===== config.mk =====
export PLATFORM = sky130hd
export DESIGN_NAME = dds_sine_interpolated_unit
export DESIGN_NICKNAME = d
export VERILOG_FILES = /design/src/rtl/dsi_pkg.sv /design/src/rtl/dsi_front.sv /design/src/rtl/dsi_back.sv /design/src/rtl/dds_sine_interpolated_unit.sv
export SDC_FILE = /design/constraint.sdc
export NUM_CORES = 2
export LEC_CHECK = 0
export BUFFER_PORTS_ARGS = -buffer_cell sky130_fd_sc_hd__buf_2
export CAP_MARGIN = 15
export CORE_UTILIZATION = 31
export CTS_CLUSTER_DIAMETER = 30
export DETAILED_ROUTE_END_ITERATION = 8
export PLACE_DENSITY = 0.54
export SYNTH_ARGS = -nofsm -noshare
export SYNTH_HDL_FRONTEND = slang
export SYNTH_HIERARCHICAL = 1
export SYNTH_SLANG_ARGS = --single-unit

===== constraint.sdc =====
create_clock -name clk -period 6.5 [get_ports clk]
set_clock_uncertainty 0.1 [all_clocks]
set_input_delay 0 -clock clk [delete_from_list [all_inputs] [get_ports clk]]
set_output_delay 0 -clock clk [all_outputs]
set_load 0.005 [all_outputs]

===== src/rtl/dsi_pkg.sv =====
`default_nettype none
// ----------------------------------------------------------------------------
// dsi_pkg: shared types, constants and sine table for the interpolated dds
// Holds the request codes, the queue entry layout and the sine lookup.
// ----------------------------------------------------------------------------
package dsi_pkg;

  // request codes on the func field
  localparam logic [1:0] FUNC_TICK   = 2'd0;
  localparam logic [1:0] FUNC_LOAD   = 2'd1;
  localparam logic [1:0] FUNC_TOGGLE = 2'd2;
  localparam logic [1:0] FUNC_UNUSED = 2'd3;

  // configuration register indexes
  localparam logic [1:0] CFG_LO_FREQ    = 2'd0;
  localparam logic [1:0] CFG_HI_FREQ    = 2'd1;
  localparam logic [1:0] CFG_FREQ_SPAN  = 2'd2;
  localparam logic [1:0] CFG_PHASE_GAIN = 2'd3;

  localparam int unsigned DSI_SAMPLE_BITS = 12;
  localparam int unsigned TABLE_DEPTH     = 256;
  localparam int unsigned TUNE_DIVISOR    = 600;
  localparam logic [11:0] MID_CODE        = 12'd2048;

  // reset values of the configuration registers
  localparam logic [15:0] LO_FREQ_RST    = 16'd200;
  localparam logic [15:0] HI_FREQ_RST    = 16'd2000;
  localparam logic [15:0] FREQ_SPAN_RST  = 16'd1800;
  localparam logic [15:0] PHASE_GAIN_RST = 16'd44695;

  // work classes handed from front to back
  typedef enum logic [1:0] {
    OP_TICK,
    OP_LOAD,
    OP_TOGGLE
  } op_t;

  typedef struct packed {
    op_t         op;
    logic [15:0] upper;
  } q_item_t;

  // first quarter of the sine, amplitude 2047
  localparam logic [10:0] QUARTER_WAVE [65] = '{
    11'd0,    11'd50,   11'd100,  11'd151,  11'd201,  11'd251,  11'd300,  11'd350,
    11'd399,  11'd449,  11'd497,  11'd546,  11'd594,  11'd642,  11'd690,  11'd737,
    11'd783,  11'd830,  11'd875,  11'd920,  11'd965,  11'd1009, 11'd1052, 11'd1095,
    11'd1137, 11'd1179, 11'd1219, 11'd1259, 11'd1299, 11'd1337, 11'd1375, 11'd1411,
    11'd1447, 11'd1483, 11'd1517, 11'd1550, 11'd1582, 11'd1614, 11'd1644, 11'd1674,
    11'd1702, 11'd1729, 11'd1756, 11'd1781, 11'd1805, 11'd1828, 11'd1850, 11'd1871,
    11'd1891, 11'd1910, 11'd1927, 11'd1944, 11'd1959, 11'd1973, 11'd1986, 11'd1997,
    11'd2008, 11'd2017, 11'd2025, 11'd2032, 11'd2037, 11'd2041, 11'd2045, 11'd2046,
    11'd2047
  };

  // full-wave table entry built from the quarter wave
  function automatic logic [11:0] sine_entry(input logic [7:0] idx);
    logic [5:0]  k;
    logic [1:0]  quad;
    logic [10:0] q;
    k    = idx[5:0];
    quad = idx[7:6];
    if (quad[0]) begin
      q = QUARTER_WAVE[7'd64 - {1'b0, k}];
    end else begin
      q = QUARTER_WAVE[k];
    end
    if (quad[1]) begin
      return MID_CODE - {1'b0, q};
    end else begin
      return MID_CODE + {1'b0, q};
    end
  endfunction

endpackage
`default_nettype wire


===== src/rtl/dsi_front.sv =====
`default_nettype none
// ----------------------------------------------------------------------------
// dsi_front: request intake and work queue
// Classifies each request, drops unused codes and holds up to two entries
// for the back end.
// ----------------------------------------------------------------------------
module dsi_front (
  input  wire logic           clk,
  input  wire logic           rst_n,
  input  wire logic           in_valid,
  output logic                in_stall,
  input  wire logic [1:0]     in_func,
  input  wire logic [31:0]    in_tuning_value,
  output logic                q_valid,
  output dsi_pkg::q_item_t    q_item,
  input  wire logic           q_pop
);
  import dsi_pkg::*;

  q_item_t    mem_r [2];
  logic       wr_ptr_r;
  logic       rd_ptr_r;
  logic [1:0] count_r;
  logic [1:0] count_nxt;
  logic       accepted;
  logic       push;
  q_item_t    item;

  // classify the incoming request
  always_comb begin
    item.upper = in_tuning_value[31:16];
    item.op    = OP_TICK;
    push       = 1'b0;
    case (in_func)
      FUNC_TICK: begin
        item.op = OP_TICK;
        push    = accepted;
      end
      FUNC_LOAD: begin
        item.op = OP_LOAD;
        push    = accepted;
      end
      FUNC_TOGGLE: begin
        item.op = OP_TOGGLE;
        push    = accepted;
      end
      default: begin
        push = 1'b0;
      end
    endcase
  end

  assign in_stall = (count_r == 2'd2);
  assign accepted = in_valid && !in_stall;
  assign q_valid  = (count_r != 2'd0);
  assign q_item   = mem_r[rd_ptr_r];

  // occupancy
  always_comb begin
    count_nxt = count_r;
    if (push && !q_pop) begin
      count_nxt = count_r + 2'd1;
    end else if (!push && q_pop) begin
      count_nxt = count_r - 2'd1;
    end
  end

  // queue pointers and count
  always_ff @(posedge clk) begin
    if (!rst_n) begin
      wr_ptr_r <= 1'b0;
      rd_ptr_r <= 1'b0;
      count_r  <= 2'd0;
    end else begin
      count_r <= count_nxt;
      if (push) begin
        wr_ptr_r <= !wr_ptr_r;
      end
      if (q_pop) begin
        rd_ptr_r <= !rd_ptr_r;
      end
    end
  end

  // queue storage
  always_ff @(posedge clk) begin
    if (push) begin
      mem_r[wr_ptr_r] <= item;
    end
  end

endmodule
`default_nettype wire


===== src/rtl/dsi_back.sv =====
`default_nettype none
// ----------------------------------------------------------------------------
// dsi_back: oscillator execution engine
// Runs tuning loads (multiply, divide by 600, clamp, scale), audio toggles
// and sample ticks (phase step, table lookup, interpolation) one at a time.
// ----------------------------------------------------------------------------
module dsi_back #(
  parameter int unsigned SAMPLE_BITS = dsi_pkg::DSI_SAMPLE_BITS
) (
  input  wire logic                   clk,
  input  wire logic                   rst_n,
  input  wire logic                   q_valid,
  input  wire dsi_pkg::q_item_t       q_item,
  output logic                        q_pop,
  input  wire logic                   cfg_we,
  input  wire logic [1:0]             cfg_index,
  input  wire logic [15:0]            cfg_data,
  output logic                        out_valid,
  input  wire logic                   out_stall,
  output logic [SAMPLE_BITS-1:0]      out_dac_sample
);
  import dsi_pkg::*;

  localparam int unsigned SB    = SAMPLE_BITS;
  localparam int unsigned SHL   = (SB > 12) ? SB - 12 : 0;
  localparam int unsigned SHR   = (SB < 12) ? 12 - SB : 0;
  localparam logic [SB-1:0] MID = {1'b1, {(SB-1){1'b0}}};
  // ceil(2^36 / 75), exact for every dividend below 2^29
  localparam logic [29:0] RECIP_75 = 30'd916259690;

  typedef enum logic [2:0] {
    ST_IDLE,
    ST_LD_DIV,
    ST_LD_CLAMP,
    ST_LD_STEP,
    ST_TK_RD,
    ST_TK_MUL,
    ST_TK_OUT
  } state_t;

  state_t              state_r;
  logic [15:0]         lo_freq_r;
  logic [15:0]         hi_freq_r;
  logic [15:0]         freq_span_r;
  logic [15:0]         phase_gain_r;
  logic [31:0]         phase_r;
  logic [31:0]         step_r;
  logic                audio_on_r;
  logic [31:0]         div_r;
  logic [22:0]         quo_r;
  logic [15:0]         freq_r;
  logic [SB-1:0]       a_r;
  logic [SB-1:0]       b_r;
  logic [7:0]          frac_r;
  logic signed [SB+9:0] prod_r;
  logic                out_valid_r;
  logic [SB-1:0]       sample_r;

  logic [58:0]         recip_prod;
  logic [23:0]         freq_sum;
  logic signed [SB:0]  diff;
  logic signed [SB+9:0] prod_nxt;
  logic signed [SB+9:0] interp;
  logic [SB-1:0]       sample_nxt;
  logic                out_free;

  // table value rescaled to the output width
  function automatic logic [SB-1:0] scale_code(input logic [11:0] v);
    logic [27:0] w;
    w = (28'(v) << SHL) >> SHR;
    return w[SB-1:0];
  endfunction

  // divide by 600: drop 3 bits, then multiply by the reciprocal of 75
  assign recip_prod = {30'd0, div_r[31:3]} * {29'd0, RECIP_75};

  // quotient stays below 2^23
  assign freq_sum = {8'd0, lo_freq_r} + {1'b0, quo_r};

  // interpolation arithmetic
  assign diff       = $signed({1'b0, b_r}) - $signed({1'b0, a_r});
  assign prod_nxt   = diff * $signed({1'b0, frac_r});
  assign interp     = $signed({10'd0, a_r}) + (prod_r >>> 8);
  assign sample_nxt = audio_on_r ? interp[SB-1:0] : MID;

  assign out_free       = !out_valid_r || !out_stall;
  assign q_pop          = (state_r == ST_IDLE) && q_valid;
  assign out_valid      = out_valid_r;
  assign out_dac_sample = sample_r;

  // configuration registers
  always_ff @(posedge clk) begin
    if (!rst_n) begin
      lo_freq_r    <= LO_FREQ_RST;
      hi_freq_r    <= HI_FREQ_RST;
      freq_span_r  <= FREQ_SPAN_RST;
      phase_gain_r <= PHASE_GAIN_RST;
    end else if (cfg_we) begin
      case (cfg_index)
        CFG_LO_FREQ:    lo_freq_r    <= cfg_data;
        CFG_HI_FREQ:    hi_freq_r    <= cfg_data;
        CFG_FREQ_SPAN:  freq_span_r  <= cfg_data;
        CFG_PHASE_GAIN: phase_gain_r <= cfg_data;
        default:        lo_freq_r    <= lo_freq_r;
      endcase
    end
  end

  // sequencer, oscillator state and output register
  always_ff @(posedge clk) begin
    if (!rst_n) begin
      state_r     <= ST_IDLE;
      phase_r     <= 32'd0;
      step_r      <= 32'd0;
      audio_on_r  <= 1'b0;
      out_valid_r <= 1'b0;
    end else begin
      // sample taken and no new one loaded this cycle
      if (out_valid_r && !out_stall && (state_r != ST_TK_OUT)) begin
        out_valid_r <= 1'b0;
      end
      case (state_r)
        ST_IDLE: begin
          if (q_valid) begin
            case (q_item.op)
              OP_LOAD: begin
                div_r   <= q_item.upper * freq_span_r;
                state_r <= ST_LD_DIV;
              end
              OP_TOGGLE: begin
                audio_on_r <= !audio_on_r;
              end
              default: begin
                if (audio_on_r) begin
                  phase_r <= phase_r + step_r;
                end
                state_r <= ST_TK_RD;
              end
            endcase
          end
        end
        ST_LD_DIV: begin
          quo_r   <= recip_prod[58:36];
          state_r <= ST_LD_CLAMP;
        end
        ST_LD_CLAMP: begin
          if (freq_sum > {8'd0, hi_freq_r}) begin
            freq_r <= hi_freq_r;
          end else begin
            freq_r <= freq_sum[15:0];
          end
          state_r <= ST_LD_STEP;
        end
        ST_LD_STEP: begin
          step_r  <= freq_r * phase_gain_r;
          state_r <= ST_IDLE;
        end
        ST_TK_RD: begin
          a_r     <= scale_code(sine_entry(phase_r[31:24]));
          b_r     <= scale_code(sine_entry(phase_r[31:24] + 8'd1));
          frac_r  <= phase_r[23:16];
          state_r <= ST_TK_MUL;
        end
        ST_TK_MUL: begin
          prod_r  <= prod_nxt;
          state_r <= ST_TK_OUT;
        end
        ST_TK_OUT: begin
          if (out_free) begin
            sample_r    <= sample_nxt;
            out_valid_r <= 1'b1;
            state_r     <= ST_IDLE;
          end
        end
        default: begin
          state_r <= ST_IDLE;
        end
      endcase
    end
  end

endmodule
`default_nettype wire


===== src/rtl/dds_sine_interpolated_unit.sv =====
`default_nettype none
// ----------------------------------------------------------------------------
// dds_sine_interpolated_unit: sine oscillator with table interpolation
// Phase accumulator, tuning-word frequency mapping and 12-bit DAC samples.
// ----------------------------------------------------------------------------
// usage
//   in_*  : requests with func (0 tick, 1 load tuning word, 2 toggle audio)
//           and the 32-bit tuning word; code 3 is accepted and dropped
//   out_* : one DAC sample per tick; the in and out channels take a
//           request on a clock edge with valid high and stall low
//   cfg_* : write enable, register index and 16-bit data; write only while
//           the block is idle
//   timing: requests go into a two-entry queue in front of a sequencer
//           that runs one request at a time; a tick passes from the queue
//           to the output register through a phase add, a table read, an
//           interpolation multiply and the output load, which waits while
//           a held sample stalls; a load runs a tuning multiply, a
//           reciprocal divide by 600, a clamp and a phase-gain multiply;
//           a toggle flips the audio enable as the request is taken
//   reset : phase, phase step and audio enable clear, registers return to
//           their defaults, the queue and the output empty
//   stall : a stalled sample holds in the output register; the sequencer
//           then waits at its next tick and the queue fills before in_stall
//           rises
// ----------------------------------------------------------------------------
module dds_sine_interpolated_unit #(
  parameter int unsigned SAMPLE_BITS = dsi_pkg::DSI_SAMPLE_BITS
) (
  input  wire logic                   clk,
  input  wire logic                   rst_n,
  input  wire logic                   in_valid,
  output logic                        in_stall,
  input  wire logic [1:0]             in_func,
  input  wire logic [31:0]            in_tuning_value,
  output logic                        out_valid,
  input  wire logic                   out_stall,
  output logic [SAMPLE_BITS-1:0]      out_dac_sample,
  input  wire logic                   cfg_we,
  input  wire logic [1:0]             cfg_index,
  input  wire logic [15:0]            cfg_data
);
  import dsi_pkg::*;

  logic    q_valid;
  q_item_t q_item;
  logic    q_pop;

  // intake and queue
  dsi_front u_front (
    .clk             (clk),
    .rst_n           (rst_n),
    .in_valid        (in_valid),
    .in_stall        (in_stall),
    .in_func         (in_func),
    .in_tuning_value (in_tuning_value),
    .q_valid         (q_valid),
    .q_item          (q_item),
    .q_pop           (q_pop)
  );

  // execution
  dsi_back #(
    .SAMPLE_BITS (SAMPLE_BITS)
  ) u_back (
    .clk            (clk),
    .rst_n          (rst_n),
    .q_valid        (q_valid),
    .q_item         (q_item),
    .q_pop          (q_pop),
    .cfg_we         (cfg_we),
    .cfg_index      (cfg_index),
    .cfg_data       (cfg_data),
    .out_valid      (out_valid),
    .out_stall      (out_stall),
    .out_dac_sample (out_dac_sample)
  );

endmodule
`default_nettype wire

==> impl_metrics.env <==
export IMPL_ioPinCount=71
export IMPL_cts_sinks=298
export IMPL_status="finished with violations"
export IMPL_dieWidth_um=416
export IMPL_r2r_end="u_back/quo_r[14]$_DFFE_PP_"
export IMPL_start_util=0.313
export IMPL_vias_per_cell=4.80
export IMPL_die_area_mm2=0.173
export IMPL_yosys_most_used_dff="edfxtp_1"
export IMPL_vias=41000
export IMPL_reg2reg_slack_ns=-0.54
export IMPL_path_class="reg -> reg"
export IMPL_critPathLaunchType="flip-flop"
export IMPL_worstPathRequired_ns=6.80
export IMPL_grt_use_total=0.169
export IMPL_grt_pass1_wl_um=234000
export IMPL_synthTopCellsByArea="fa_1, ha_1, edfxtp_1"
export IMPL_fin_ws_ns=-0.539
export IMPL_finalSetupViolCount=25
export IMPL_fp_coreArea_mm2=0.170
export IMPL_critPathMaxFanout=5
export IMPL_synth_area_mm2=0.0531
export IMPL_wl_um=144000
export IMPL_syn_nets=7346
export IMPL_place_congestion=0.917
export IMPL_grt_remaining_overflow=0
export IMPL_end_kind="flip-flop"
export IMPL_ys_async_sr_fraction=0
export IMPL_final_layout_size_suffix_gt1_frac=0.157
export IMPL_nFillCells=17100
export IMPL_clk_latency_ns=0.68
export IMPL_period_share=1.08
export IMPL_violations="setup timing"
export IMPL_fin_crit_ns=7.04
export IMPL_hold_path_class="in -> reg"
export IMPL_wire_per_inst_um=16.9
export IMPL_finalHoldWorstSlack_ns=0.142
export IMPL_regArea_mm2=0.00759
export IMPL_synth_cells=5782
export IMPL_drv_cap=0
export IMPL_tritoncts="yes"
export IMPL_antenna_found_initial=4
export IMPL_drtIter0Drc=2097
export IMPL_dp_worst_setup_slack_ns=-0.587
export IMPL_r2r_cells=25
export IMPL_ys_seq_area_frac=0.143
export IMPL_multi_input_area_mm2=0.0415
export IMPL_slew_violations=0
export IMPL_crit_path_start="u_back/div_r[15]$_DFFE_PP_"
export IMPL_ys_types=108
export IMPL_rows=151
export IMPL_worstHoldPathCells=4
export IMPL_yosysWarnings=6
export IMPL_synth_top_area_share=0.296
export IMPL_grt_pass1_vias=43400
export IMPL_root_buffer="clkbuf_16"
export IMPL_syn_area_per_cell_um2=9.18
export IMPL_drtPass1Iterations=7
export IMPL_cp_arrival_ns=7.34
export IMPL_area_delta_synth_final_pct=20.6
export IMPL_cts_buffers=86
export IMPL_portBuffers=54
export IMPL_rsz0062_at_grt="true"
export IMPL_nNetsFinal=7817
export IMPL_die_h_um=416
export IMPL_remaining_drc_errors=0
export IMPL_htree_levels=3
export IMPL_hp_start="cfg_data[5]"
export IMPL_dpl_cell_count=8250
export IMPL_ant_nets=0
export IMPL_worst_slew_pin_slew_ns=1.06
export IMPL_dp_hpwl_um=117000
export IMPL_clk_pin_slew_ns=0.05
export IMPL_grt_max_degree=80
export IMPL_synth_edf_count=160
export IMPL_yosysTopAreaCell="fa_1"
export IMPL_finalNonFillerCells=8546
export IMPL_max_slew_margin=0.287
export IMPL_clock_fmax_mhz=142
export IMPL_clockBufferDepth=3
export IMPL_ys_ff_latch=298
export IMPL_finalHoldViolCount=0
export IMPL_min_to="u_back/freq_span_r[5]$_SDFFE_PN0P_"
export IMPL_r2r_start="u_back/div_r[15]$_DFFE_PP_"
## routing by layer
metal,track usage,wire [um],vias to the layer above,part of all wire
met4,0.0595,4780,0,0.033
met2,0.295,71300,747,0.50
met1,0.214,63000,20400,0.44
met5,0,0,-,0
li1,-,-,19600,-
met3,0.0188,5000,206,0.035
## worst max-delay path: stages (launching register included)
cell      delay [ns]
edfxtp_1        0.42
buf_4           0.19
ha_1            0.24
fa_1            0.58
fa_1            0.44
ha_1            0.29
inv_1           0.05
fa_1            0.50
inv_1           0.05
fa_1            0.48
fa_1            0.49
inv_1           0.05
fa_1            0.47
inv_1           0.04
ha_1            0.28
a211oi_1        0.23
o21ai_1         0.21
o221ai_1        0.24
nand3b_1        0.22
a32oi_1         0.26
buf_4           0.17
o22ai_4         0.09
or2_4           0.25
a21o_1          0.19
a21oi_2         0.15
xnor2_1         0.08
## timing repair
action                                  in CTS  in global routing
setup buffers                               37                 38
gates resized for setup                    120                146
hold endpoints to repair                   169                  0
hold buffers                                64                  0
cloned                                       4                  0
pin swaps                                   57                122
endpoints found under the setup margin      38                 57
## through the flow
| step | instance area, um2 | utilization | TNS (ns) |
|---|---|---|---|
| final | 64000 | 0.377 | -7.49 |
| after global routing | 64000 | 0.377 | -13.69 |
| after CTS | 63100 | 0.372 | -6.59 |
| after detailed placement | 58600 | 0.346 | -10.12 |
| after global placement | 58600 | 0.346 | -8.99 |
| after floorplan | 53200 | - | -0.341 |
## kinds of logic after synthesis
group                    after synthesis  synth area share
XOR/XNOR                             212            0.0359
adder cells (fa/ha/maj)             1507             0.466
AND/OR/NAND/NOR                     1479             0.133
flip-flops                           298             0.143
AO/OA/AOI/OAI                        849             0.107
multiplexers                          77            0.0167
buffers and inverters               1360            0.0986
## registers in the layout, summed over array words and instances, names as in the netlist, named ones only
signal                 cells
u_back/state_r             3
u_back/phase_gain_r       16
u_back/audio_on_r          1
u_back/freq_r             16
u_back/lo_freq_r          16
u_back/frac_r              8
u_front/count_r            2
u_back/quo_r              23
u_back/phase_r            32
u_back/b_r                12
u_back/hi_freq_r          16
u_back/a_r                12
u_front/mem_r             36
u_front/rd_ptr_r           1
u_back/prod_r             12
u_back/div_r              29
u_front/wr_ptr_r           1
u_back/out_valid           1
u_back/out_dac_sample     12
u_back/step_r             32
u_back/freq_span_r        16
## worst max-delay path by stage
stage	end	slack, ns	cells past startpoint
2_1_floorplan	u_back/quo_r[14]$_DFFE_PP_	-0.15	23
3_3_place_gp	u_back/quo_r[14]$_DFFE_PP_	-0.51	24
3_5_place_dp	u_back/quo_r[14]$_DFFE_PP_	-0.59	24
4_1_cts	u_back/quo_r[14]$_DFFE_PP_	-0.52	24
5_1_grt	u_back/quo_r[14]$_DFFE_PP_	-0.78	24
6_report	u_back/quo_r[14]$_DFFE_PP_	-0.54	25
## layout make-up
type	count	share of cell area
Multi-Input combinational cell	4126	0.648
Clock buffer	115	0.0380
Antenna cell	3	0.000117
Sequential cell	298	0.119
Timing Repair Buffer	619	0.0772
Inverter	1122	0.0658
Tap cell	2218	0.0434
Clock inverter	45	0.00893
## Yosys cell counts (39+ instances only)
library cell / count
ha_1: 721
inv_1: 1114
clkbuf_1: 185
fa_1: 786
xor2_1: 72
a21o_1: 82
nand2b_1: 39
o21ai_0: 185
a211oi_1: 42
nand3_1: 84
xnor2_1: 135
and2_1: 270
nor2_1: 156
a21oi_1: 211
edfxtp_1: 160
dfxtp_1: 138
nand2_1: 719
mux2_2: 43
## placed cells by master, fill, tap and decap left out, drive strengths merged, types with 25 or more instances in the layout
master	n
mux2i	28
xnor2	139
nand3	84
mux2	46
o211ai	33
inv	1120
edfxtp	160
and3	25
nand4	26
a21o	82
clkinv	31
fa	786
nor3	36
and2	272
a21boi	42
nand2b	40
buf	555
xor2	73
nor2b	36
o21ai	192
a31oi	30
nor2	157
clkbuf	115
dlygate4sd3	64
ha	721
a21oi	211
nand2	719
a211oi	43
dfxtp	138
Power is left out: the tool's default activity adds up to more than one toggle a clock period on the data nets, which glitch-free logic cannot reach.
